==> src/rtl/slcp_pkg.sv <==
package slcp_pkg;
	localparam int COLUMNS_DEF = 64;
	localparam int WORD_W = 64;
	localparam int PASS_W = 13;
	localparam logic [PASS_W-1:0] PASS_MAX = '1;
	localparam logic [1:0] REQ_WRITE = 2'd0;
	localparam logic [1:0] REQ_READ = 2'd1;
	localparam logic [1:0] REQ_PROP = 2'd2;

	typedef logic [WORD_W-1:0] word_t;

	typedef struct packed {
		word_t set_off;
		word_t set_on;
		word_t sig_off;
		word_t sig_on;
		logic abort;
	} flags_t;

	function automatic word_t rot_up(input word_t x);
		return {x[WORD_W-2:0], x[WORD_W-1]};
	endfunction

	function automatic word_t rot_dn(input word_t x);
		return {x[0], x[WORD_W-1:1]};
	endfunction
endpackage

==> src/rtl/slcp_rules.sv <==
module slcp_rules (
	input  slcp_pkg::word_t st_prev,
	input  slcp_pkg::word_t st_cur,
	input  slcp_pkg::word_t st_next,
	input  slcp_pkg::word_t kn_prev,
	input  slcp_pkg::word_t kn_cur,
	input  slcp_pkg::word_t kn_next,
	output slcp_pkg::flags_t flags
);
	import slcp_pkg::*;

	word_t oa, ob, oc, ua, ub, uc;
	word_t ola, oha, olb, ohb, olc, ohc, ula, uha, ulb, uhb, ulc, uhc;
	word_t o0, o1, o2, o3, u0, u1, u2, u3;
	word_t st, uk, ns, nk, so, sn, go, gn, ab;

	function automatic word_t c3lo(input word_t a);
		return rot_up(a) ^ rot_dn(a) ^ a;
	endfunction

	function automatic word_t c3hi(input word_t a);
		return ((rot_up(a) ^ rot_dn(a)) & a) | (rot_up(a) & rot_dn(a));
	endfunction

	always_comb begin
		word_t s0, k0, t, s1, s2, k1, k2;
		ola = c3lo(st_prev); oha = c3hi(st_prev);
		olb = c3lo(st_next); ohb = c3hi(st_next);
		olc = c3lo(st_cur);  ohc = c3hi(st_cur);
		ula = c3lo(~kn_prev); uha = c3hi(~kn_prev);
		ulb = c3lo(~kn_next); uhb = c3hi(~kn_next);
		ulc = c3lo(~kn_cur);  uhc = c3hi(~kn_cur);
		s0 = ola ^ olc; k0 = ola & olc; t = oha ^ ohc; s1 = t ^ k0;
		s2 = (oha & ohc) | (k0 & t);
		o0 = s0 ^ olb; k1 = s0 & olb; t = s1 ^ ohb; o1 = t ^ k1;
		k2 = (s1 & ohb) | (k1 & t); o2 = s2 ^ k2; o3 = s2 & k2;
		s0 = ula ^ ulc; k0 = ula & ulc; t = uha ^ uhc; s1 = t ^ k0;
		s2 = (uha & uhc) | (k0 & t);
		u0 = s0 ^ ulb; k1 = s0 & ulb; t = s1 ^ uhb; u1 = t ^ k1;
		k2 = (s1 & uhb) | (k1 & t); u2 = s2 ^ k2; u3 = s2 & k2;
		st = st_cur; uk = ~kn_cur; ns = ~st; nk = kn_cur;
		so = (nk & ns & ~o2 & o1 & ~o0 & ~u2 & ~u1 & u0)
			| (nk & ns & ~o2 & o1 & o0 & ~u2 & ~u1)
			| (ns & ~o1 & ~o0 & ~u2 & u1 & ~u0)
			| (ns & ~o1 & ~u3 & ~u2 & ~u1 & u0)
			| (ns & o2 & (u2 | u0 | u1));
		sn = (uk & ~o2 & o1 & o0 & ~u2 & ~u1 & u0)
			| (st & ~o1 & o0 & ~u2 & u1 & ~u0)
			| (st & ~o2 & ~o0 & ~u3 & ~u2 & ~u1)
			| (st & ~o2 & ~o1 & ~o0 & ~u2 & u1)
			| (st & o2 & (u2 | u0 | u1));
		go = (nk & ns & ~o2 & o1 & ~o0 & ~u2 & ~u1 & u0)
			| (st & o2 & (u2 | u0 | u1));
		gn = (nk & ns & ~o2 & o1 & o0 & ~u2 & ~u1)
			| (st & ~o1 & o0 & ~u2 & u1 & ~u0)
			| (st & ~o2 & ~o0 & ~u3 & ~u2 & ~u1)
			| (st & ~o2 & ~o1 & ~o0 & ~u2 & u1);
		ab = (nk & ns & ~o2 & o1 & o0 & ~u2 & ~u1 & ~u0)
			| (st & o2 & (o0 | o1))
			| (st & ~o2 & ~o0 & ~u3 & ~u2 & ~u1 & ~u0)
			| (st & ~o2 & ~o1 & ~o0 & ~u2 & u1 & ~u0)
			| (st & ~o2 & ~o1 & ~u3 & ~u2 & ~u1);
		flags.set_off = so;
		flags.set_on = sn;
		flags.sig_off = go;
		flags.sig_on = gn;
		flags.abort = |ab;
	end
endmodule

==> config.mk <==
export PLATFORM = sky130hd
export DESIGN_NAME = slcp_rules
export DESIGN_NICKNAME = d
export VERILOG_FILES = /design/src/rtl/slcp_pkg.sv /design/src/rtl/slcp_rules.sv
export SDC_FILE = /design/constraint.sdc
export NUM_CORES = 2
export LEC_CHECK = 0
export ABC_CLOCK_PERIOD_IN_PS = 8600
export BUFFER_PORTS_ARGS = -buffer_cell sky130_fd_sc_hd__buf_2
export CAP_MARGIN = 10
export CORE_MARGIN = 10
export CORE_UTILIZATION = 55
export DETAILED_ROUTE_END_ITERATION = 6
export GPL_TIMING_DRIVEN = 0
export PLACE_DENSITY = 0.81
export SYNTH_ARGS = -nofsm -noshare
export SYNTH_HDL_FRONTEND = slang
export SYNTH_SLANG_ARGS = --single-unit
==> constraint.sdc <==
create_clock -name vclk -period 8.6
set_input_delay 0.43 -clock vclk [all_inputs]
set_output_delay 0.43 -clock vclk [all_outputs]
set_load 0.01 [all_outputs]
* Word level (Yosys, flattened, before mapping)
Cells that the tools add are included.
** Storage, ports and cells
- Register bits :: 0
- Logic and storage cells :: 142
- Output and inout port bits :: 257
- Bits in latches :: 0
- RAM bits :: 0
- Memory bits (read-only) :: 0
- Memories :: 0
** Operators by class
- Equal/unequal tests :: 0
- Multiplexer cells :: 0
- Divide/modulo/power cells :: 0
- $add $sub $neg :: 0
- Multiply operators :: 0
- Shift-type cells :: 0
- Magnitude comparators :: 0
- Bitwise operators :: 141
- Reductions and logical operators :: 1
** Operators with widths (count)
- 64-bit bitwise AND :: 75
- 64-bit bitwise OR :: 29
- 64-bit XOR :: 26
- 64-bit NOT :: 11
- 64-bit OR reduction :: 1

* Longest topological paths before layout
- Depth in word-level cells :: 21
- Depth in mapped cells :: 15

* Worst setup path after synthesis
OpenSTA, ideal clock, no wires.
- Path kind :: input port to output port
- Start point :: input port kn_prev[13]
- End point :: output port flags[0] (netlist bit)
- Required time :: 8.170 ns
- Setup slack :: 4.288 ns
- Stages on the path :: 13
- Arrival :: 3.882 ns
- Cell sequence :: inv_1 fa_1 ha_1 inv_1 fa_1 fa_1 nor2b_1 o2111ai_1 o41ai_1 or4_1 or4_1 nor4_1 nand4_1
** RTL lines
- from (decl) :: RTL line slcp_rules.sv:5 : input slcp_pkg::word_t kn_prev,
- to (decl) :: RTL line slcp_rules.sv:8 : output slcp_pkg::flags_t flags

==> results.yml <==
timing:
  worst_pin_slew_ns: 1.16
  fmax_ghz: 0.165
  rsz0062_at_grt: "no"
  fin_crit_sh_pct: 70.7
  timing.final.hold_violations: 0
  finalSetupViolations: 0
  maxSlewHeadroom_pct: 21.3
  period_needed_ns: 6.08
  slew_viol_final: 0
  fin_setup_tns_ns: 0
  fin_ws_ns: 2.52
setup_path:
  critPathMaxFanout: 9
  end_kind: "output pin"
  critPathKind: "in2out"
  crit_required_ns: 8.17
  worst_ep_arrival_time_ns: 5.65
  cp-start-kind: "input port"
yosys:
  syn_inst: 3828
  synth_top_area_cell: "fa_1"
  yosys-top-cells-area: "fa_1, ha_1, inv_1"
  synth_nets: 5172
  ys_types: 77
  synth_most_common_cell: "inv_1"
  ys_top_cells_by_count: "inv_1, fa_1, ha_1"
  syn_area_per_cell_um2: 8.41
  synth_warnings: 0
  yosysSeqAreaShare_pct: 0
  synth_area_mm2: 0.0322
  synth_top_area_share_pct: 39.8
routing:
  via_count: 31771
  vias_per_cell: 6.05
  ant_nets: 0
  dr.pass1.iters: 7
  finalWirelength_um: 124000
  dr.first_iter.drc_count: 2586
  wl_per_cell_um: 23.5
  post-route-drc-count: 10
floorplan:
  num_rows: 88
  dieWidth_um: 262
  io_pins: 641
  dieArea_mm2: 0.0686
  chipHeight_um: 262
  initial_utilization_pct: 55.7
  core_mm2: 0.0578
finish:
  fill_cells: 5066
  clkbuf_count: 0
  fin_area_mm2: 0.0364
  synthToLayoutAreaGrowth_pct: 13.1
  nFlopsAndLatches: 0
  nNetsFinal: 5817
  seqCellArea_um2: 0
  layout-drive-gt1-share_pct: 15.2
global_route:
  antenna_found_initial: 37
  first_global_vias: 31175
  grt_pass1_wl_um: 184000
  grt_remaining_overflow: 0
  grt_max_degree: 12
  grt_usage_pct: 35.2
pwr:
  ir_worst_vdd_mv: 0.149
  power_density_mw_per_mm2: 220
  power_leakage_nw: 17.8
outcome:
  violations: "design-rule violations"
  status: "complete, but fails checks"
clocking:
  cts-resized-gates: 0
  postCtsSetupRepairBufs: 0
  postCtsHoldBufs: 0
place:
  hpwlAfterDp_um: 112000
  place_area_mm2: 0.0364
  routabilityCongestion: 1.01
  port_buffers: 641
  place_ws_ns: 2.59
run:
  max_cap_violations: 0
hold_path:
  hold_class: "in2out"
==> final timing paths <==
kind              slack (ns)  cells past startpoint  startpoint          to
setup / recovery        2.52                     14  st_cur[33]    flags[0]
hold / removal          1.32                      3  st_cur[25]  flags[218]
==> per-layer routing <==
layer / vias up / GRT usage (%) / part of all wire [%]
met5: - / 0 / 0.20
met4: 40 / 18.8 / 6.6
met3: 382 / 8.95 / 11
met2: 1711 / 56.2 / 46
met1: 15455 / 43.3 / 37
li1: 14183 / - / -
==> cell usage in the layout (no fill, tap or decap), drive strengths merged, types with 23 or more instances in the layout <==
cell,netlist,final
clkbuf,40,40
nor2,229,229
inv,813,813
nand4,72,72
o21a,25,25
nand3b,36,36
o211ai,25,25
nand2,260,260
nor3,77,77
a31oi,45,45
xnor2,58,58
buf,8,650
nor2b,121,121
o21ai,139,139
ha,320,320
or4,31,31
fa,640,640
or3,45,45
nand3,89,89
o2111ai,41,41
o22ai,59,59
o31ai,23,23
xor2,47,47
nand2b,131,131
a21oi,90,90
nor4,33,33
nor3b,56,56
nand4b,39,39
==> metrics by stage <==
step | std cells | power [W] | hold slack (ns) | util [%]
floorplan | 3828 | 0.00526 | 0.904 | -
CTS | 5236 | 0.00789 | 1.32 | 63.0
finish | 5254 | 0.00803 | 1.32 | 63.0
detailed placement | 5236 | 0.00784 | 1.31 | 63.0
global placement | 5234 | 0.00769 | 1.29 | 62.9
global route | 5242 | 0.00884 | 1.34 | 63.0
==> cell families after synthesis <==
| group | after synthesis | share of synthesized area (%) |
|---|---|---|
| multiplexers | 2 | 0.0622 |
| adder cells (fa/ha/maj) | 960 | 52.2 |
| AND/OR/NAND/NOR | 1298 | 22.2 |
| XOR/XNOR | 105 | 2.90 |
| buffers and inverters | 861 | 10.0 |
| AO/OA/AOI/OAI | 602 | 12.6 |
==> critical path: stages <==
cell,delay [ns]
buf_2,0.32
fa_1,0.46
ha_1,0.23
fa_1,0.54
inv_1,0.05
fa_1,0.37
xnor2_1,0.45
a2111o_1,0.34
o2111ai_1,0.32
a2111oi_0,0.89
nand4_1,0.23
nor4_1,0.33
nand4_1,0.38
buf_2,0.28
==> where the power goes <==
part | total (W) | leakage, nW | internal, W | switching (W)
Combinational | 0.00803 | 17.8 | 0.00299 | 0.00504
Sequential | 0 | 0 | 0 | 0
Clock | 0.0000000000397 | 0.000116 | 0.0000000000396 | 0
==> area by class of cell <==
class                      count  area, µm²  area share [%]
buffer                        48        185           0.508
tap                          765        957            2.63
inverter                     813       3050            8.38
timing repair buffer         643       3220            8.84
multi-input combinational   2967      29000            79.5
antenna                       18       45.0           0.124
Power figures use the tool's default switching activity.
